## src/hdl/quaternion_euler_rotate_direction_core_assert.svh

```systemverilog
// Assertion macros shared by the core.
`ifndef QUATERNION_EULER_ROTATE_DIRECTION_CORE_ASSERT_SVH
`define QUATERNION_EULER_ROTATE_DIRECTION_CORE_ASSERT_SVH

// A condition implies a consequence on the same edge.
`define QER_ASSERT_IMP(label, clk, rst_n, cond, cons) \
  label: assert property (@(posedge clk) disable iff (!rst_n) (cond) |-> (cons)) \
    else $error("implication failed");

// A condition implies a consequence on the next edge.
`define QER_ASSERT_NEXT(label, clk, rst_n, cond, cons) \
  label: assert property (@(posedge clk) disable iff (!rst_n) (cond) |=> (cons)) \
    else $error("next-cycle implication failed");

`endif

```

## src/hdl/qer_pkg.sv

```systemverilog
package qer_pkg;

  localparam int CordicSteps = 16;
  localparam int FracBits    = 14;
  localparam int AngW        = 36;
  localparam int XyW         = FracBits + 4;

  // Scaling from the CORDIC datapath to Q2.14: shift up exactly, or round half up.
  localparam int UpSh = (FracBits > 14) ? 0 : 14 - FracBits;
  localparam int DnSh = (FracBits > 14) ? FracBits - 14 : 0;
  localparam logic signed [40:0] RndQ = (DnSh > 0) ? (41'sd1 <<< (DnSh - 1)) : 41'sd0;

  localparam logic signed [AngW-1:0] Deg90  = 36'sd1509949440;
  localparam logic signed [AngW-1:0] Deg180 = 36'sd3019898880;
  localparam logic signed [63:0] GainRnd =
    (64'sd652032874 + ((64'sd1 <<< (30 - FracBits)) >>> 1)) >>> (30 - FracBits);
  localparam logic signed [XyW-1:0] GainInit = XyW'(GainRnd);

  typedef logic [4:0] step_idx_t;

  function automatic logic signed [AngW-1:0] atan_lut(input step_idx_t i);
    logic signed [AngW-1:0] v;
    case (i)
      5'd0: v = 36'sd754974720;   5'd1: v = 36'sd445687602;
      5'd2: v = 36'sd235489088;   5'd3: v = 36'sd119537938;
      5'd4: v = 36'sd60000934;    5'd5: v = 36'sd30029717;
      5'd6: v = 36'sd15018523;    5'd7: v = 36'sd7509720;
      5'd8: v = 36'sd3754917;     5'd9: v = 36'sd1877466;
      5'd10: v = 36'sd938734;     5'd11: v = 36'sd469367;
      5'd12: v = 36'sd234684;     5'd13: v = 36'sd117342;
      5'd14: v = 36'sd58671;      5'd15: v = 36'sd29335;
      5'd16: v = 36'sd14668;      5'd17: v = 36'sd7334;
      5'd18: v = 36'sd3667;       5'd19: v = 36'sd1833;
      5'd20: v = 36'sd917;        5'd21: v = 36'sd458;
      5'd22: v = 36'sd229;        5'd23: v = 36'sd115;
      5'd24: v = 36'sd57;         5'd25: v = 36'sd29;
      5'd26: v = 36'sd14;         5'd27: v = 36'sd7;
      5'd28: v = 36'sd4;          5'd29: v = 36'sd2;
      5'd30: v = 36'sd1;
      default: v = '0;
    endcase
    return v;
  endfunction

  function automatic logic signed [15:0] sat16(input logic signed [40:0] v);
    if (v > 41'sd32767) return 16'sh7fff;
    if (v < -41'sd32768) return 16'sh8000;
    return v[15:0];
  endfunction

  typedef enum logic [2:0] {
    ST_IDLE, ST_CORDIC, ST_MUL, ST_ROUND, ST_DONE
  } state_t;

endpackage

```

## src/hdl/qer_cordic.sv

```systemverilog
module qer_cordic (
  input  logic                  clk,
  input  logic                  rst_n,
  input  logic                  start,
  input  logic signed [15:0]    angle,
  output logic                  done,
  output logic signed [15:0]    sin_q14,
  output logic signed [15:0]    cos_q14
);
  import qer_pkg::*;

  logic signed [XyW-1:0]  x_r, x_nxt, y_r, y_nxt;
  logic signed [AngW-1:0] z_r, z_nxt, z0;
  logic                   neg_r, neg_nxt, busy_r, busy_nxt, done_r;
  step_idx_t              i_r, i_nxt;
  logic signed [XyW-1:0]  xf, yf;
  logic signed [40:0]     xq, yq;

  always_comb begin
    z0 = AngW'(angle) <<< 17;
    x_nxt = x_r; y_nxt = y_r; z_nxt = z_r; neg_nxt = neg_r;
    i_nxt = i_r; busy_nxt = busy_r;
    if (start) begin
      neg_nxt = (z0 > Deg90) || (z0 < -Deg90);
      z_nxt = (z0 > Deg90) ? z0 - Deg180 : ((z0 < -Deg90) ? z0 + Deg180 : z0);
      x_nxt = GainInit; y_nxt = '0; i_nxt = '0; busy_nxt = 1'b1;
    end else if (busy_r) begin
      // One micro-rotation per cycle through the shared shifter pair.
      if (z_r >= 0) begin
        x_nxt = x_r - (y_r >>> i_r); y_nxt = y_r + (x_r >>> i_r);
        z_nxt = z_r - atan_lut(i_r);
      end else begin
        x_nxt = x_r + (y_r >>> i_r); y_nxt = y_r - (x_r >>> i_r);
        z_nxt = z_r + atan_lut(i_r);
      end
      i_nxt = i_r + 5'd1;
      if (i_r == step_idx_t'(CordicSteps - 1)) busy_nxt = 1'b0;
    end
  end

  // done rises on the edge that stores the last micro-rotation.
  always_ff @(posedge clk) begin
    if (!rst_n) begin
      busy_r <= 1'b0; i_r <= '0; done_r <= 1'b0;
    end else begin
      busy_r <= busy_nxt; i_r <= i_nxt;
      done_r <= busy_r && (i_r == step_idx_t'(CordicSteps - 1));
    end
    x_r <= x_nxt; y_r <= y_nxt; z_r <= z_nxt; neg_r <= neg_nxt;
  end

  always_comb begin
    xf = neg_r ? -x_r : x_r;
    yf = neg_r ? -y_r : y_r;
    xq = ((41'(xf) <<< UpSh) + RndQ) >>> DnSh;
    yq = ((41'(yf) <<< UpSh) + RndQ) >>> DnSh;
  end

  assign done    = done_r;
  assign sin_q14 = sat16(yq);
  assign cos_q14 = sat16(xq);
endmodule

```

## src/hdl/quaternion_euler_rotate_direction_core.sv

```systemverilog
// Orientation update core.
// Input channel in_valid/in_ready carries three angle increments per beat
// (1/128 degree). The output channel out_valid/out_ready carries the rotated
// forward direction and the new orientation quaternion, both Q2.14.
// One input beat yields exactly one output beat. in_ready is high only while
// the core is idle; each item runs three CORDIC passes in one shared CORDIC
// unit, then five quaternion products, each of four rows that accumulate
// four partial products and then round. The CORDIC is serial, and one
// single shared 16x16 multiplier-accumulator serves all the products.
// The result is held in output registers until out_ready, while the next item
// is accepted and worked on; that item then waits at its end until the
// output registers are free.
// Reset sets the orientation to (1,0,0,0) and empties the pipeline.
// A stalled receiver holds the result; after one more item in_ready stays low.
module quaternion_euler_rotate_direction_core (
  input  logic               clk,
  input  logic               rst_n,
  input  logic               in_valid,
  output logic               in_ready,
  input  logic signed [15:0] in_angle_x,
  input  logic signed [15:0] in_angle_y,
  input  logic signed [15:0] in_angle_z,
  output logic               out_valid,
  input  logic               out_ready,
  output logic signed [15:0] out_dir_x,
  output logic signed [15:0] out_dir_y,
  output logic signed [15:0] out_dir_z,
  output logic signed [15:0] out_orient_w,
  output logic signed [15:0] out_orient_x,
  output logic signed [15:0] out_orient_y,
  output logic signed [15:0] out_orient_z
);
  import qer_pkg::*;
  `include "quaternion_euler_rotate_direction_core_assert.svh"

  typedef logic signed [15:0] q_t [4];

  state_t state_r, state_nxt;
  q_t ori_r, ori_nxt, qa_r, qa_nxt, qb_r, qb_nxt, acc_r, acc_nxt;
  q_t qx_r, qx_nxt, qy_r, qy_nxt, qz_r, qz_nxt, dir_r, dir_nxt;
  q_t res_ori_r, res_ori_nxt;
  logic signed [15:0] ay_r, az_r;
  logic [1:0] ang_r, ang_nxt;        // which angle the CORDIC works on
  logic [2:0] prod_r, prod_nxt;      // which of the five products
  logic [3:0] term_r, term_nxt;      // partial product: row, column
  logic signed [35:0] mac_r, mac_nxt;
  logic out_valid_r, out_valid_nxt;
  logic cstart, cdone;
  logic signed [15:0] csin, ccos, cang;
  logic signed [15:0] mop_a, mop_b;
  logic signed [31:0] mprod;
  logic               mneg;
  logic [1:0] row, col, bidx;
  logic signed [40:0] rnd;
  logic signed [15:0] fwd_in, prod_out;

  assign row = term_r[3:2];
  assign col = term_r[1:0];

  qer_cordic u_cordic (
    .clk(clk), .rst_n(rst_n), .start(cstart), .angle(cang),
    .done(cdone), .sin_q14(csin), .cos_q14(ccos)
  );

  // The CORDIC starts on the accepting edge, so the first angle comes
  // straight from the port; later passes use the angle about to be worked on.
  always_comb begin
    case (ang_nxt)
      2'd1: cang = ay_r;
      2'd2: cang = az_r;
      default: cang = in_angle_x;
    endcase
  end

  // Hamilton product: result row r accumulates a[c] * b[idx] with a sign.
  always_comb begin
    bidx = row ^ col;
    case ({row, col})
      4'b0001, 4'b0010, 4'b0011, 4'b0111, 4'b1001, 4'b1110: mneg = 1'b1;
      default: mneg = 1'b0;
    endcase
    mop_a = qa_r[col];
    mop_b = qb_r[bidx];
    mprod = mop_a * mop_b;
    rnd = (41'(mac_r) + 41'sd8192) >>> 14;
    prod_out = sat16(rnd);
  end

  always_comb begin
    state_nxt = state_r;
    case (state_r)
      ST_IDLE:   if (in_valid) state_nxt = ST_CORDIC;
      ST_CORDIC: if (cdone && ang_r == 2'd2) state_nxt = ST_MUL;
      ST_MUL:    if (col == 2'd3) state_nxt = ST_ROUND;
      ST_ROUND:  if (row == 2'd0 && prod_r == 3'd4) state_nxt = ST_DONE;
                 else state_nxt = ST_MUL;
      ST_DONE:   if (!out_valid_r || out_ready) state_nxt = ST_IDLE;
      default:   state_nxt = ST_IDLE;
    endcase
  end

  always_comb begin
    ori_nxt = ori_r; qa_nxt = qa_r; qb_nxt = qb_r; acc_nxt = acc_r;
    qx_nxt = qx_r; qy_nxt = qy_r; qz_nxt = qz_r; dir_nxt = dir_r;
    res_ori_nxt = res_ori_r;
    ang_nxt = ang_r; prod_nxt = prod_r; term_nxt = term_r; mac_nxt = mac_r;
    out_valid_nxt = out_valid_r && !out_ready;
    cstart = 1'b0;
    fwd_in = -16'sd16384;
    case (state_r)
      ST_IDLE: begin
        if (in_valid) begin
          ang_nxt = 2'd0; cstart = 1'b0;
        end
      end
      ST_CORDIC: begin
        if (cdone) begin
          case (ang_r)
            2'd0: qx_nxt = '{ccos, csin, 16'sd0, 16'sd0};
            2'd1: qy_nxt = '{ccos, 16'sd0, csin, 16'sd0};
            default: qz_nxt = '{ccos, 16'sd0, 16'sd0, csin};
          endcase
          ang_nxt = ang_r + 2'd1;
          if (ang_r == 2'd2) begin
            qa_nxt = qy_r; qb_nxt = ori_r;
            qa_nxt[0] = qy_r[0]; prod_nxt = '0; term_nxt = '0; mac_nxt = '0;
          end
        end
      end
      ST_MUL: begin
        mac_nxt = mneg ? mac_r - 36'(mprod) : mac_r + 36'(mprod);
        term_nxt = term_r + 4'd1;
      end
      ST_ROUND: begin
        acc_nxt[row - 2'd1] = prod_out;
        mac_nxt = '0;
        if (row == 2'd0) begin
          // Row counter already wrapped: the whole product is complete.
          acc_nxt[3] = prod_out;
          prod_nxt = prod_r + 3'd1;
          case (prod_r)
            3'd0: begin qa_nxt = acc_nxt; qb_nxt = qx_r; end
            3'd1: begin qa_nxt = acc_nxt; qb_nxt = qz_r; end
            3'd2: begin
              ori_nxt = acc_nxt; qa_nxt = acc_nxt;
              qb_nxt = '{16'sd0, 16'sd0, 16'sd0, fwd_in};
            end
            3'd3: begin
              qa_nxt = acc_nxt;
              qb_nxt[0] = ori_r[0];
              qb_nxt[1] = sat16(-41'(ori_r[1]));
              qb_nxt[2] = sat16(-41'(ori_r[2]));
              qb_nxt[3] = sat16(-41'(ori_r[3]));
            end
            default: ;
          endcase
        end
      end
      ST_DONE: begin
        if (!out_valid_r || out_ready) begin
          out_valid_nxt = 1'b1;
          dir_nxt = acc_r;
          res_ori_nxt = ori_r;
        end
      end
      default: ;
    endcase
    if (state_r == ST_IDLE && in_valid) cstart = 1'b1;
    if (state_r == ST_CORDIC && cdone && ang_r != 2'd2) cstart = 1'b1;
  end

  assign in_ready = (state_r == ST_IDLE);

  always_ff @(posedge clk) begin
    if (!rst_n) begin
      state_r <= ST_IDLE;
      out_valid_r <= 1'b0;
      ori_r <= '{16'sd16384, 16'sd0, 16'sd0, 16'sd0};
      ang_r <= '0; prod_r <= '0; term_r <= '0;
    end else begin
      state_r <= state_nxt;
      out_valid_r <= out_valid_nxt;
      ori_r <= ori_nxt;
      ang_r <= ang_nxt; prod_r <= prod_nxt; term_r <= term_nxt;
    end
    if (in_valid && in_ready) begin
      ay_r <= in_angle_y; az_r <= in_angle_z;
    end
    qa_r <= qa_nxt; qb_r <= qb_nxt; acc_r <= acc_nxt; mac_r <= mac_nxt;
    qx_r <= qx_nxt; qy_r <= qy_nxt; qz_r <= qz_nxt; dir_r <= dir_nxt;
    res_ori_r <= res_ori_nxt;
  end

  assign out_valid    = out_valid_r;
  assign out_dir_x    = dir_r[1];
  assign out_dir_y    = dir_r[2];
  assign out_dir_z    = dir_r[3];
  assign out_orient_w = res_ori_r[0];
  assign out_orient_x = res_ori_r[1];
  assign out_orient_y = res_ori_r[2];
  assign out_orient_z = res_ori_r[3];

  `QER_ASSERT_IMP(a_busy_not_ready, clk, rst_n, state_r != ST_IDLE, !in_ready)
  `QER_ASSERT_NEXT(a_hold_out, clk, rst_n, out_valid && !out_ready, out_valid)
  `QER_ASSERT_NEXT(a_done_valid, clk, rst_n,
    state_r == ST_DONE && state_nxt == ST_IDLE, out_valid)
endmodule
```

## config.mk

```make
export PLATFORM = sky130hd
export DESIGN_NAME = quaternion_euler_rotate_direction_core
export DESIGN_NICKNAME = d
export VERILOG_FILES = /design/src/hdl/qer_pkg.sv /design/src/hdl/qer_cordic.sv /design/src/hdl/quaternion_euler_rotate_direction_core.sv
export VERILOG_INCLUDE_DIRS = /design/src /design/src/hdl
export SDC_FILE = /design/constraint.sdc
export NUM_CORES = 2
export LEC_CHECK = 0
export ABC_AREA = 1
export BUFFER_PORTS_ARGS = -buffer_cell sky130_fd_sc_hd__buf_2
export CORE_ASPECT_RATIO = 1.1
export CORE_UTILIZATION = 35
export DETAILED_ROUTE_END_ITERATION = 8
export REMOVE_ABC_BUFFERS = 1
export SETUP_SLACK_MARGIN = 0.1
export SLEW_MARGIN = 20
export SYNTH_ARGS = -nofsm -noshare
export SYNTH_HDL_FRONTEND = slang
export SYNTH_SLANG_ARGS = --single-unit
```

## constraint.sdc

```tcl
create_clock -name clk -period 12.5 [get_ports clk]
set_input_delay 1.875 -clock clk [delete_from_list [all_inputs] [get_ports clk]]
set_output_delay 1.875 -clock clk [all_outputs]
set_load 0.05 [all_outputs]
```

==> flow_summary.yaml <==
clocking:
  cts.hold.buffers_added: 0
  clkTransAtPathRegs_ps: 60
  cts-root-buf: "clkbuf_16"
  ctsResizeCount: 0
  cts_sinks: 655
  cts_tree: "yes"
  cts_buffers: 70
  clk-insertion-delay-late_ps: 690
  post_cts.repair.setup_buffers: 0
  htree_levels: 3
  ctsLongestPathBuffers: 3
worst_hold_path:
  hold_path.class: "flop to flop"
  worstHoldPathCells: 0
setup_path:
  critPathRequiredTime_ps: 13000
  timing.critical_path.buf_inv: 11
  critPathKind: "flop to flop"
  slowest_stage: "a32oi_1"
  critPathTopFamily: "adder cells"
  end_kind: "flop"
  worst-r2r-cell-count: 42
  critPathArrivalTime_ps: 12080
  crit_top_cell: "nand2_1"
  crit_path_max_incr_delay_ps: 760
  cp-start-kind: "flop"
  cp_num_cells: 42
  cp_max_fo: 35
placed_design:
  hpwl_microns: 132000
  dp.cells: 8200
  gp_congestion: 0.955
  portBuffers: 165
yosys:
  synth_async_sr_flop_share_pct: 0
  syn_inst: 6251
  yosysSeqAreaShare_pct: 36.3
  yosys_warnings: 0
  netlist_top_cells_area: "edfxtp_1, fa_1, nand2_1, inv_1, dfxtp_1"
  syn_avg_cell_area_sq_um: 8.01
  synth_top_area_cell: "edfxtp_1"
  synth_flop_cell: "edfxtp_1"
  synth.most_common_cell: "nand2_1"
  synth.distinct_cells: 73
  synth_top_area_share_pct: 30.3
  yosys-top-cells-count: "nand2_1, inv_1, nor2_1, edfxtp_1, nand3_1"
  ys_seq_elements: 655
  synth-edff-count: 505
  synth.cell_area_sq_mm: 0.0500
detailed_routing:
  detail_route.wl_per_cell_microns: 20.3
  drt_iter0_drc: 3789
  wl_microns: 169000
  dr.pass1.iters: 7
  ant_nets: 0
  viasPerCell: 5.16
  drc: 0
  vias: 43019
floorplan:
  core.rowCount: 145
  core_sq_mm: 0.142
  die_h_microns: 399
  die_width_microns: 363
  die_area_sq_mm: 0.144
  initial_core_util_pct: 35.3
  io_pins: 166
sta:
  finalSetupViolCount: 0
  finalCriticalPeriod_ps: 11580
  worst_clock_skew_ps: 52.0
  max_freq_mhz: 86.4
  fin_crit_sh_pct: 92.6
  final-hold-violation-count: 0
  tightest_slew_ps: 1170
  rsz0062_at_grt: "no"
  slew_viol_final: 0
  setup_tns_ps: 0
  max-slew-margin-rel_pct: 20.9
global_routing:
  grt_pass1_vias: 42050
  antenna_found_initial: 9
  grt-ovfl-total: 0
  grt_pass1_wl_microns: 253000
  track_usage_pct: 23.1
  grt_max_degree: 90
final_layout:
  postLayoutCoreUtil_pct: 38.9
  nNetsFinal: 6911
  drive_gt1_share_pct: 9.12
  final_cells: 8330
  synthToLayoutAreaGrowth_pct: 10.4
status:
  outcome: "completed"
run:
  max_cap_violations: 0
==> sequential cells by signal, indices dropped and copies added, names as in the netlist, 36 cells and up, named ones only <==
signal / count
acc_r: 64
ori_r: 64
qa_r: 64
qb_r: 64
mac_r: 36
u_cordic.z_r: 36
==> final timing paths <==
kind | from | endpoint | slack (ps)
setup / recovery | term_r[0] | mac_r[27] | 920
hold / removal | acc_r[13] | out_dir_z[13] | 420
setup reg to reg | term_r[0] | mac_r[27] | 920
hold reg to reg | acc_r[13] | out_dir_z[13] | 420
==> metrics by stage <==
step                      hold slack (ps)  worst slack (ps)  instance area (sq um)
final                                 421               920                  55300
after global routing                  417               109                  55300
after CTS                             417               944                  55300
after detailed placement              407              1050                  52900
after global placement                408               942                  52900
after floorplan                       400              1440                  49200
==> logic make-up (layout without fill, tap and decap cells) <==
logic type | count (synthesis) | in the layout | synth area share, %
DFF | 655 | 655 | 36.3
AOI/OAI and AO/OA | 887 | 887 | 10.0
xor gates and xnor gates | 187 | 187 | 3.37
other | 0 | 2 | 0
buffers and inverters | 1186 | 1352 | 9.20
and+or+nand+nor | 2836 | 2836 | 24.6
muxes | 2 | 2 | 0.0400
adders and majority gates | 498 | 498 | 16.4
==> routing by layer <==
| metal | share of wire, % | wire length (microns) | GRT usage (%) |
|---|---|---|---|
| met5 | 0 | 0 | 0 |
| met4 | 4.1 | 6940 | 9.17 |
| met3 | 6.0 | 10200 | 2.42 |
| met2 | 48 | 81300 | 39.6 |
| met1 | 42 | 70700 | 29.6 |
==> cell usage in the layout (no fill, tap or decap), types with 19 or more instances in the layout <==
master / n
a21oi_1: 322
a31oi_1: 33
buf_2: 165
buf_4: 56
clkbuf_16: 71
clkinv_1: 23
clkinv_2: 19
dfxtp_1: 150
edfxtp_1: 505
fa_1: 266
ha_1: 232
inv_1: 973
nand2_1: 1391
nand2_2: 28
nand3_1: 446
nand3_2: 24
nand4_1: 73
nor2_1: 620
nor3_1: 55
nor4_1: 25
o211ai_1: 33
o21ai_0: 319
o21ai_1: 30
or2_2: 102
xnor2_1: 48
xor2_1: 134
==> worst register-to-register path, delay by kind of cell (launching register included) <==
family,cells,cell delay (ps)
and+or+nand+nor,18,2970
adders and majority gates,8,3770
DFF,1,360
AOI/OAI and AO/OA,3,1050
buffers and inverters,11,2290
xor gates and xnor gates,2,940
==> area by class of cell <==
type                       count  area [sq um]
fill                       14650         86600
multi-input combinational   4410         27400
sequential                   655         18200
inverter                    1003          3770
tap                         1911          2390
clock buffer                  81          1830
timing repair buffer         221          1250
clock inverter                47           490
antenna                        2          5.00
Power is left out: the tool's default activity adds up to more than one toggle a clock period on the data nets, which glitch-free logic cannot reach.
